`src/rtl/tcmp_pkg.sv`:
```
// ----------------------------------------------------------------------------
// Toroidal circle map painter package
// Shared field widths, opcode and register codes, reset values and the
// payload structs of the request and response channels.
// ----------------------------------------------------------------------------
package tcmp_pkg;

   localparam int OPCODE_W    = 2;
   localparam int COORD_W     = 10;
   localparam int RADIUS_W    = 6;
   localparam int VALUE_W     = 16;
   localparam int READ_IDX_W  = 7;
   localparam int CELL_W      = 32;
   localparam int COUNT_W     = 14;
   localparam int CSR_INDEX_W = 2;
   localparam int CSR_DATA_W  = 8;

   localparam int MAX_ROWS_DEFAULT = 128;
   localparam int MAX_COLS_DEFAULT = 128;

   localparam logic [OPCODE_W-1:0] OP_CLEAR = 2'd0;
   localparam logic [OPCODE_W-1:0] OP_DRAW  = 2'd1;
   localparam logic [OPCODE_W-1:0] OP_READ  = 2'd2;

   localparam logic [CSR_INDEX_W-1:0] CSR_GRID_ROWS    = 2'd0;
   localparam logic [CSR_INDEX_W-1:0] CSR_GRID_COLS    = 2'd1;
   localparam logic [CSR_INDEX_W-1:0] CSR_COMBINE_MODE = 2'd2;

   localparam logic [CSR_DATA_W-1:0] GRID_ROWS_RESET = 8'd128;
   localparam logic [CSR_DATA_W-1:0] GRID_COLS_RESET = 8'd128;

   typedef struct packed {
      logic [OPCODE_W-1:0]          opcode;
      logic [COORD_W-1:0]           center_x;
      logic [COORD_W-1:0]           center_y;
      logic [RADIUS_W-1:0]          radius;
      logic signed [VALUE_W-1:0]    circle_value;
      logic [READ_IDX_W-1:0]        read_row;
      logic [READ_IDX_W-1:0]        read_col;
   } req_payload_type;

   typedef struct packed {
      logic signed [CELL_W-1:0]     cell_value;
      logic [COUNT_W-1:0]           cells_touched;
   } rsp_payload_type;

endpackage

```
`src/rtl/tcmp_mod_unit.sv`:
```
// ----------------------------------------------------------------------------
// Serial remainder unit
// Restoring remainder of an unsigned dividend by a nonzero divisor, one
// dividend bit per cycle. The remainder holds until the next start.
// ----------------------------------------------------------------------------
module tcmp_mod_unit
   import tcmp_pkg::*;
#(
   parameter int DIVIDEND_W = 15,
   parameter int DIVISOR_W  = 8
) (
   input  logic                  clock,
   input  logic                  reset,
   input  logic                  start,
   input  logic [DIVIDEND_W-1:0] dividend,
   input  logic [DIVISOR_W-1:0]  divisor,
   output logic                  busy,
   output logic [DIVISOR_W-1:0]  remainder
);

   localparam int CNT_W = $clog2(DIVIDEND_W + 1);

   logic                  busy_ff;
   logic [CNT_W-1:0]      cnt_ff;
   logic [DIVIDEND_W-1:0] quo_ff;
   logic [DIVISOR_W-1:0]  rem_ff;
   logic [DIVISOR_W:0]    trial;
   logic [DIVISOR_W-1:0]  rem_in;

   // Bring down the next dividend bit and subtract when the divisor fits.
   assign trial  = {rem_ff, quo_ff[DIVIDEND_W-1]};
   assign rem_in = (trial >= {1'b0, divisor}) ? DIVISOR_W'(trial - {1'b0, divisor})
                                              : DIVISOR_W'(trial);

   always_ff @(posedge clock) begin
      if (reset) begin
         busy_ff <= 1'b0;
         cnt_ff  <= '0;
      end else if (start) begin
         busy_ff <= 1'b1;
         cnt_ff  <= CNT_W'(DIVIDEND_W);
         quo_ff  <= dividend;
         rem_ff  <= '0;
      end else if (busy_ff) begin
         rem_ff <= rem_in;
         quo_ff <= quo_ff << 1;
         cnt_ff <= cnt_ff - CNT_W'(1);
         if (cnt_ff == CNT_W'(1)) begin
            busy_ff <= 1'b0;
         end
      end
   end

   assign busy      = busy_ff;
   assign remainder = rem_ff;

endmodule

```
`config.mk`:
```
export PLATFORM = sky130hd
export DESIGN_NAME = tcmp_mod_unit
export DESIGN_NICKNAME = d
export VERILOG_FILES = /design/src/rtl/tcmp_pkg.sv /design/src/rtl/tcmp_mod_unit.sv
export SDC_FILE = /design/constraint.sdc
export NUM_CORES = 1
export LEC_CHECK = 0
export ABC_AREA = 1
export CORE_MARGIN = 2
export CORE_UTILIZATION = 45
export DETAILED_ROUTE_END_ITERATION = 10
export DONT_BUFFER_PORTS = 1
export PLACE_DENSITY = 0.58
export SKIP_LAST_GASP = 1
export SYNTH_ARGS = -nofsm -noshare
export SYNTH_HDL_FRONTEND = slang
export SYNTH_SLANG_ARGS = --single-unit
```
`constraint.sdc`:
```
create_clock -name clock -period 2.5 [get_ports clock]
set_input_delay 0.5 -clock clock [delete_from_list [all_inputs] [get_ports clock]]
set_output_delay 0.5 -clock clock [all_outputs]
set_load 0.1 [all_outputs]
```
* Word level (Yosys, flattened, before mapping)
Cells that the tools add are included.
** Word-level totals
- Register bits after elaboration :: 28
- Bits of input ports :: 26
- Output and inout bits :: 9
** Cells by class
- $add $sub $neg :: 2
- Magnitude comparators :: 1
- Equal/unequal tests :: 1
- Mux-type cells :: 9
- Bitwise logic cells :: 1
- Reductions and logical operators :: 2
** Operators by type and width (count)
- 15-bit two-way mux :: 2
- 8-bit two-way mux :: 2
- 9-bit by 8-bit >= comparator with 1-bit output :: 1
- 4-bit two-way mux :: 2
- 8-bit subtractor :: 1
- 4-bit by 1-bit equality test with 1-bit output (second input constant) :: 1
- 4-bit by 1-bit subtractor with 4-bit output (second input constant) :: 1
- 1-bit two-way mux :: 3
- 2-bit AND reduction :: 1
- 2-bit nonzero test :: 1
- 1-bit NOT :: 1

* Longest topological paths before layout
Gate-level depths: netlist of the first run.
- Depth after elaboration :: 4
- Gate-level depth with buffers :: 11

* Worst setup path after synthesis of the first run
Ideal clock, no wire load.
- Path type :: register to register
- Start point :: register busy_ff (netlist: busy)
- End point :: register quo_ff[0] (enable)
- Arrival time :: 2.163 ns
- Required time :: 2.097 ns
- Slack :: -0.066 ns
- Cell stages (with the launch flop) :: 3
- Path buffers :: 0
- Period minus slack after synthesis :: 2.566 ns
- Cell sequence :: dfxtp_1 nor2_1 nor2_1
** Between the ends
- Word-level cells in the longest chain between the ends :: 2
** RTL lines
- start, declared :: RTL line tcmp_mod_unit.sv:23 : logic busy_ff;
- start signal, assigned :: RTL line tcmp_mod_unit.sv:37 : busy_ff <= 1'b0;
- start signal, assigned :: RTL line tcmp_mod_unit.sv:40 : busy_ff <= 1'b1;
- start signal, assigned :: RTL line tcmp_mod_unit.sv:49 : busy_ff <= 1'b0;
- 2-bit nonzero test (no line)
- 2-bit AND reduction (no line)
- end signal, assigned :: RTL line tcmp_mod_unit.sv:42 : quo_ff <= dividend;
- end signal, assigned :: RTL line tcmp_mod_unit.sv:46 : quo_ff <= quo_ff << 1;
- end, declared :: RTL line tcmp_mod_unit.sv:25 : logic [DIVIDEND_W-1:0] quo_ff;
Every way passes these cells.
A chain may end at the register's enable or synchronous reset.

* Worst setup path after layout of the first run
- Start point :: register rem_ff[5] (netlist: remainder[5])
- End point :: register rem_ff[7] (netlist: remainder[7]), data pin
** Between the ends
- Word-level cells in the longest chain between the ends :: 3
- Elaborated cells between the ends (all ways) :: 4
- Classes of those cells :: add/sub (1); order compare (1); mux (2)
** RTL lines
- start, declared :: RTL line tcmp_mod_unit.sv:26 : logic [DIVISOR_W-1:0] rem_ff;
- start signal, assigned :: RTL line tcmp_mod_unit.sv:45 : rem_ff <= rem_in;
- 8-bit subtractor or 9-bit by 8-bit >= comparator with 1-bit output (tied branches) :: RTL line tcmp_mod_unit.sv:32 : assign rem_in = (trial >= {1'b0, divisor}) ? DIVISOR_W'(trial - {1'b0, divisor})
- 8-bit two-way mux (*) :: RTL line tcmp_mod_unit.sv:32
- 8-bit two-way mux (*) :: RTL line tcmp_mod_unit.sv:44 : end else if (busy_ff) begin
Mark *: on every way between the ends. The rest lies on a longest branch, timed or not. The select of a mux whose other input is x is not followed.

==> results of run 1 <==
-- state kept, by name, indices dropped and copies added, names as in the netlist --
name       flops
busy           1
remainder      8
cnt_ff         4
quo_ff        15
-- layout make-up --
| class | instances | area share, % |
|---|---|---|
| timing repair buffer | 11 | 3.99 |
| clock buffer | 4 | 2.66 |
| tap | 50 | 3.02 |
| inverter | 45 | 8.16 |
| multi-input combinational | 166 | 44.0 |
| sequential | 28 | 38.2 |
-- final timing paths --
kind                              startpoint            to  slack, ns
worst min register to register     cnt_ff[1]     cnt_ff[1]       0.49
worst max register to register  remainder[5]  remainder[7]       0.66
worst min-delay path                   reset     cnt_ff[3]       0.28
worst max-delay path            remainder[5]  remainder[7]       0.66
-- metrics by stage --
stage          power, mW  worst slack [ns]  hold slack [ns]  instance area [µm²]  instances
2_1_floorplan      0.935             0.143            0.451                 1900        244
3_3_place_gp        1.00             0.537            0.469                 2020        300
3_5_place_dp        1.00             0.513            0.476                 2020        300
4_1_cts             1.28             0.649            0.276                 2070        304
5_1_grt             1.35             0.517            0.274                 2070        304
6_report            1.27             0.662            0.284                 2070        304
-- synth_stat cells, types with 2 or more instances --
| master | count |
|---|---|
| a21oi_1 | 4 |
| xor2_1 | 3 |
| nand2_2 | 2 |
| nor2_1 | 12 |
| inv_1 | 44 |
| nand3_2 | 10 |
| nor2_2 | 11 |
| dfxtp_1 | 5 |
| ha_1 | 10 |
| nand2_1 | 93 |
| or2_2 | 2 |
| o21ai_0 | 3 |
| nand3_1 | 5 |
| nand4_1 | 2 |
| edfxtp_1 | 23 |
-- cells by family (layout without fill, tap and decap cells) --
logic type                 Yosys count  in the layout
buffers and inverters               50             60
xor gates and xnor gates             3              3
and+or+nand+nor                    141            141
DFF                                 28             28
adders and majority gates           11             11
AOI/OAI and AO/OA                   11             11
-- metal layers --
metal,global-route usage (%),part of all wire (%),vias up
met4,5.15,1.3,0
met2,29.6,47,21
met1,19.3,48,635
li1,-,-,776
met5,0,0,-
met3,3.08,3.2,5
-- power by group --
group	switching (mW)	internal (mW)	leakage, nW	total [mW]
registers	0.0160	0.552	0.264	0.568
clock network	0.136	0.141	0.0288	0.277
logic	0.293	0.128	0.783	0.421
==> summary.md, run 1 <==
| Metric | Value |
|---|---|
| Post-layout nets | 292 |
| Mean post-synth cell area | 7.78 µm² |
| CTS hold repair buffers | 0 |
| Syn-to-layout area delta | 9.03% |
| Largest area contributor in the netlist | edfxtp_1 |
| Tcrit/Tclk final | 73.5% |
| Die span in y | 69.0 µm |
| Hold path cells | 1 |
| DRC errors left | 0 |
| Hold Violations, Final | 0 |
| Num CTS Buffers | 3 |
| Post-CTS sizing | 0 |
| Starting Density | 47.1% |
| Clock Latency Late Sink | 0.27 ns |
| Synth warnings | 0 |
| Synth Area in Adders | 7.64% |
| Most frequent CP cell | nand2_1 |
| Distinct cells, synth | 30 |
| Root Driver | clkbuf_8 |
| Die width | 69.0 µm |
| Instance count of the mapped netlist | 244 |
| Final max-slew violation count | 0 |
| Clk sinks | 28 |
| Core area | 0.00403 mm² |
| H-tree depth | 1 |
| Util after Layout | 51.4% |
| First-pass GRT wire length | 5720 µm |
| Most common cell after layout, fill and taps aside | nand2_1 |
| PwrDens | 612 mW/mm² |
| Max VDD drop | 312 µV |
| Multi-input logic area | 911 µm² |
| Gp weighted congestion | 0.801 |
| CP Class | flop to flop |
| Outcome | finished, final reports clean |
| Worst-path cell chain | ha_1 > nand2_1 > nand2_1 > a21oi_2 > and2_4 > nand3_2 > nand2_1 > nor2_2 |
| CTS tree | yes |
| Wire per inst | 11.3 µm |
| Die area | 0.00476 mm² |
| Crit path max fanout | 8 |
| Post-DP HPWL | 2670 µm |
| Pre-antenna DRT Iters | 4 |
| Synth Area in Compound Gates | 3.49% |
| CP Data Arrival Time | 1.88 ns |
| Global-route usage over all layers | 16.3% |
| Max incr delay on CP | 0.40 ns |
| Worst path bufs/invs | 0 |
| Register area share after synthesis | 41.6% |
| Slew @ Worst Pin | 0.320 ns |
| EDFF count, synth | 23 |
| Initial DRC Count | 45 |
| Worst path depth | 8 |
| Antenna violations before repair | 0 |
| Vias post-DR | 1437 |
| DRT Wirelength | 3430 µm |
| Post-synthesis mux area share | 0% |
| Post-CTS Setup Inserts | 0 |
| RSZ-0062 raised after global routing | false |
| R2R depth | 8 |
| Via density per instance | 4.73 |
| Largest net degree at the start of global routing | 24 |
| Largest family of logic cells by synthesized area | simple AND/OR/NAND/NOR gates |
| Leakage Power | 1.08 nW |
| Max Cap Viol | 0 |
| # diodes | 0 |
| CP max stage cell | edfxtp_1 |
| # IOs | 35 |
| Primary FF master, synth | edfxtp_1 |
| Relative slew margins | 78.6% |
| Rows | 23 |
| Worst Setup Start Kind | flop |
| Hold Crit Class | primary input to flop |
| Tmin final | 1.84 ns |
| Clock skew | 0.00179 ns |
| Filler cell count in the final layout | 419 |
| Routed Antenna Nets | 0 |
| Worst Path Required | 2.54 ns |
| Most frequent cells in the layout | nand2_1 (93), inv_1 (44), edfxtp_1 (23) |
| Post-Synth XOR/XNOR Area | 1.38% |
| Mapped cell area | 0.00190 mm² |
| Share of the synthesized area in the top cell type | 36.4% |
| Sum Neg Setup Slack | 0 ns |
| Final setup viols | 0 |
| CP Capture Type | flop |
| Register area | 791 µm² |
| Fraction of layout cells with a size suffix above 1 | 17.7% |
| Post-Synth Simple-Gate Area | 35.3% |
| Number of global-route vias before repair | 1356 |
| Worst path top cell family by delay | simple AND/OR/NAND/NOR gates |
| Achievable Freq | 544 MHz |
| Area contributors post-synth | edfxtp_1 (36%), nand2_1 (18%), inv_1 (8.7%), ha_1 (6.6%), dfxtp_1 (5.3%) |
| Clock transition at path regs | 0.09 ns |
| IO Port Bufs | 0 |
| CTS Buffer Depth | 2 |
| Remaining global-route overflow | 0 |
| Syn nets | 281 |
| FFs w/ async S/R, synth | 0% |
| Number of synthesized register bits | 28 |
Note: power is estimated with default switching activity, not from simulation.
==> inputs of run 2 (changes only) <==
ABC_AREA = 0   (was 1)
clock period = 1.93 ns   (was 2.5 ns; I/O delays follow)
==> summary.md, run 2 <==
| Metric | Value |
|---|---|
| Outcome | finished, final reports clean (unchanged) |
| Largest area contributor in the netlist | edfxtp_1 (unchanged) |
| Relative slew margins | 74.4% (was 78.6%) |
| Total power | 1.81 mW (was 1.27 mW) |
| Remaining global-route overflow | 0 (unchanged) |
| Final max-slew violation count | 0 (unchanged) |
| Post-synthesis mux area share | 9.33% (was 0%) |
| Post-Synth Simple-Gate Area | 13.2% (was 35.3%) |
| Most frequent cells after synthesis | edfxtp_1 (23), mux2_2 (14), inv_1 (12), nor2_1 (12), ha_1 (10) (was nand2_1 (93), inv_1 (44), edfxtp_1 (23)) |
| Number of synthesized register bits | 28 (unchanged) |
| RSZ-0062 raised after global routing | true (was false) |
| Tcrit/Tclk final | 99.7% (was 73.5%) |
| DRT Wirelength | 3540 µm (was 3430 µm) |
| CP Capture Type | flop (unchanged) |
| CTS hold repair buffers | 0 (unchanged) |
| # diodes | 0 (unchanged) |
| Most common cell after layout, fill and taps aside | buf_4 (was nand2_1) |
| Synth Area in Compound Gates | 16.7% (was 3.49%) |
| Die span in y | 65.3 µm (was 69.0 µm) |
| Syn-to-layout area delta | 27.2% (was 9.03%) |
| Slew @ Worst Pin | 0.379 ns (was 0.320 ns) |
| # IOs | 35 (unchanged) |
| Synth warnings | 0 (unchanged) |
| Root Driver | clkbuf_8 (unchanged) |
| FFs w/ async S/R, synth | 0% (unchanged) |
| Starting Density | 46.5% (was 47.1%) |
| Max incr delay on CP | 0.44 ns (was 0.40 ns) |
| CTS Buffer Depth | 2 (unchanged) |
| Syn nets | 186 (was 281) |
| Number of global-route vias before repair | 1248 (was 1356) |
| Tmin final | 1.93 ns (was 1.84 ns) |
| Primary FF master, synth | edfxtp_1 (unchanged) |
| Largest family of logic cells by synthesized area | compound AO/OA/AOI/OAI gates (was simple AND/OR/NAND/NOR gates) |
| Mapped cell area | 0.00169 mm² (was 0.00190 mm²) |
| Post-layout nets | 214 (was 292) |
| Routed Antenna Nets | 0 (unchanged) |
| DRC errors left | 0 (unchanged) |
| CP max stage cell | edfxtp_1 (unchanged) |
| Clock transition at path regs | 0.10 ns (was 0.09 ns) |
| Max Cap Viol | 0 (unchanged) |
| H-tree depth | 1 (unchanged) |
| Antenna violations before repair | 0 (unchanged) |
| Fraction of layout cells with a size suffix above 1 | 39.8% (was 17.7%) |
| Max reg flops | 15 (unchanged) |
| Worst Path Required | 1.96 ns (was 2.54 ns) |
| Gp weighted congestion | 0.800 (was 0.801) |
| Worst Setup Start Kind | flop (unchanged) |
| Post-DP HPWL | 2460 µm (was 2670 µm) |
| Instance count of the mapped netlist | 149 (was 244) |
| PwrDens | 840 mW/mm² (was 612 mW/mm²) |
| Most frequent cells in the layout | buf_4 (24), edfxtp_1 (23), mux2_2 (14) (was nand2_1 (93), inv_1 (44), edfxtp_1 (23)) |
| Post-Synth XOR/XNOR Area | 2.07% (was 1.38%) |
| Crit path max fanout | 9 (was 8) |
| Register area share after synthesis | 46.8% (was 41.6%) |
| Global-route usage over all layers | 17.2% (was 16.3%) |
| IO Port Bufs | 0 (unchanged) |
| CTS tree | yes (unchanged) |
| Clock skew | 0.00235 ns (was 0.00179 ns) |
| Clk sinks | 28 (unchanged) |
| Clock Latency Late Sink | 0.27 ns (about the same) |
| Mean post-synth cell area | 11.3 µm² (was 7.78 µm²) |
| Max VDD drop | 435 µV (was 312 µV) |
| Largest net degree at the start of global routing | 30 (was 24) |
| Hold Crit Class | primary input to flop (unchanged) |
| Die area | 0.00426 mm² (was 0.00476 mm²) |
| Final worst hold slack | 0.166 ns (was 0.284 ns) |
| CP Data Arrival Time | 1.96 ns (was 1.88 ns) |
| Area contributors post-synth | edfxtp_1 (41%), mux2_2 (9.3%), ha_1 (7.4%), dfxtp_1 (5.9%), a21oi_1 (2.7%) (was edfxtp_1 (36%), nand2_1 (18%), inv_1 (8.7%), ha_1 (6.6%), dfxtp_1 (5.3%)) |
| Die width | 65.3 µm (was 69.0 µm) |
| Final setup viols | 0 (unchanged) |
| Num CTS Buffers | 3 (unchanged) |
| Initial DRC Count | 55 (was 45) |
| Count leader, synth | edfxtp_1 (was nand2_1) |
| Achievable Freq | 519 MHz (was 544 MHz) |
| Core area | 0.00363 mm² (was 0.00403 mm²) |
| Wire per inst | 15.8 µm (was 11.3 µm) |
| Synth Area in Adders | 8.59% (was 7.64%) |
| EDFF count, synth | 23 (unchanged) |
| Via density per instance | 5.58 (was 4.73) |
| Vias post-DR | 1249 (was 1437) |
| First-pass GRT wire length | 5620 µm (was 5720 µm) |
| Leakage Power | 0.816 nW (was 1.08 nW) |
| Worst-path cell chain | ha_4 > a21o_1 > a211o_2 > nor3_1 > a211oi_2 (was ha_1 > nand2_1 > nand2_1 > a21oi_2 > and2_4 > nand3_2 > nand2_1 > nor2_2) |
| Share of the synthesized area in the top cell type | 40.9% (was 36.4%) |
| Rows | 22 (was 23) |
| CP Class | flop to flop (unchanged) |
| Pre-antenna DRT Iters | 4 (unchanged) |
| Hold Violations, Final | 0 (unchanged) |
| Largest reg by FF count | quo_ff (unchanged) |
| Sum Neg Setup Slack | 0 ns (unchanged) |
| Distinct cells, synth | 44 (was 30) |
-- run 2: cell types whose count changed in the layout (fill, tap and decap cells not counted), moves of 5 or more --
cell,previous run,this run
nand3_2,10,1
mux2_2,0,14
nand2_1,93,3
inv_1,44,12
ha_1,10,5
nor2_2,12,1
buf_4,11,24
-- run 2: kinds of logic (layout without fill, tap and decap cells) --
family | Yosys count | in the layout
AO/OA/AOI/OAI | 35 | 36
XOR/XNOR | 4 | 4
adder cells (fa/ha/maj) | 11 | 11
buffers and inverters | 15 | 41
flip-flops | 28 | 28
multiplexers | 14 | 14
AND/OR/NAND/NOR | 42 | 42
-- run 2: final cells by class --
type,count,area [µm²]
multi-input cells,107,981
well taps,48,60.1
inverters,12,45.0
clock buffers,3,41.3
fillers,326,1480
repair buffers,25,200
clock inverters,1,30.0
flip-flops and latches,28,792
-- run 2: per-layer routing --
metal	track usage [%]	wire (µm)	vias to the layer above
li1	-	-	617
met4	6.25	61	0
met5	0	0	-
met1	21.0	1460	592
met3	4.11	185	7
met2	29.5	1830	33
-- run 2: worst max-delay path: cells and delay by family (launching register included) --
kind	cells	cell delay, ns
adders and majority gates	1	0.24
AOI/OAI and AO/OA	3	0.73
and+or+nand+nor	1	0.26
DFF	1	0.44
-- run 2: stage by stage --
| stage | instance area [µm²] | worst slack, ns | std cells | util (%) |
|---|---|---|---|---|
| after CTS | 2100 | -0.00525 | 223 | 57.7 |
| after global routing | 2150 | -0.101 | 224 | 59.2 |
| after floorplan | 1730 | -0.516 | 149 | - |
| after detailed placement | 1910 | -0.0379 | 212 | 52.7 |
| final | 2150 | 0.00486 | 224 | 59.2 |
| after global placement | 1910 | -0.0352 | 212 | 52.7 |
-- run 2: path summary, 6_finish.rpt --
path | start | endpoint | slack (ns) | cells after the start
max | remainder[5] | remainder[1] | 0.005 | 5
min | reset | cnt_ff[1] | 0.17 | 1
max reg2reg | remainder[5] | remainder[1] | 0.005 | 5
min reg2reg | quo_ff[2] | quo_ff[3] | 0.56 | 1
-- run 2: where the power goes --
group	leakage (nW)	internal [mW]	switching, mW
Clock	0.0357	0.278	0.191
Combinational	0.517	0.247	0.347
Sequential	0.264	0.715	0.0292
-- run 2: repair_timing --
| action | in CTS | in global routing |
|---|---|---|
| resized for setup | 5 | 13 |
| pin swaps | 6 | 10 |
| setup buffers | 6 | 2 |
| setup endpoints to repair | 6 | 8 |
| gates cloned | 1 | 0 |
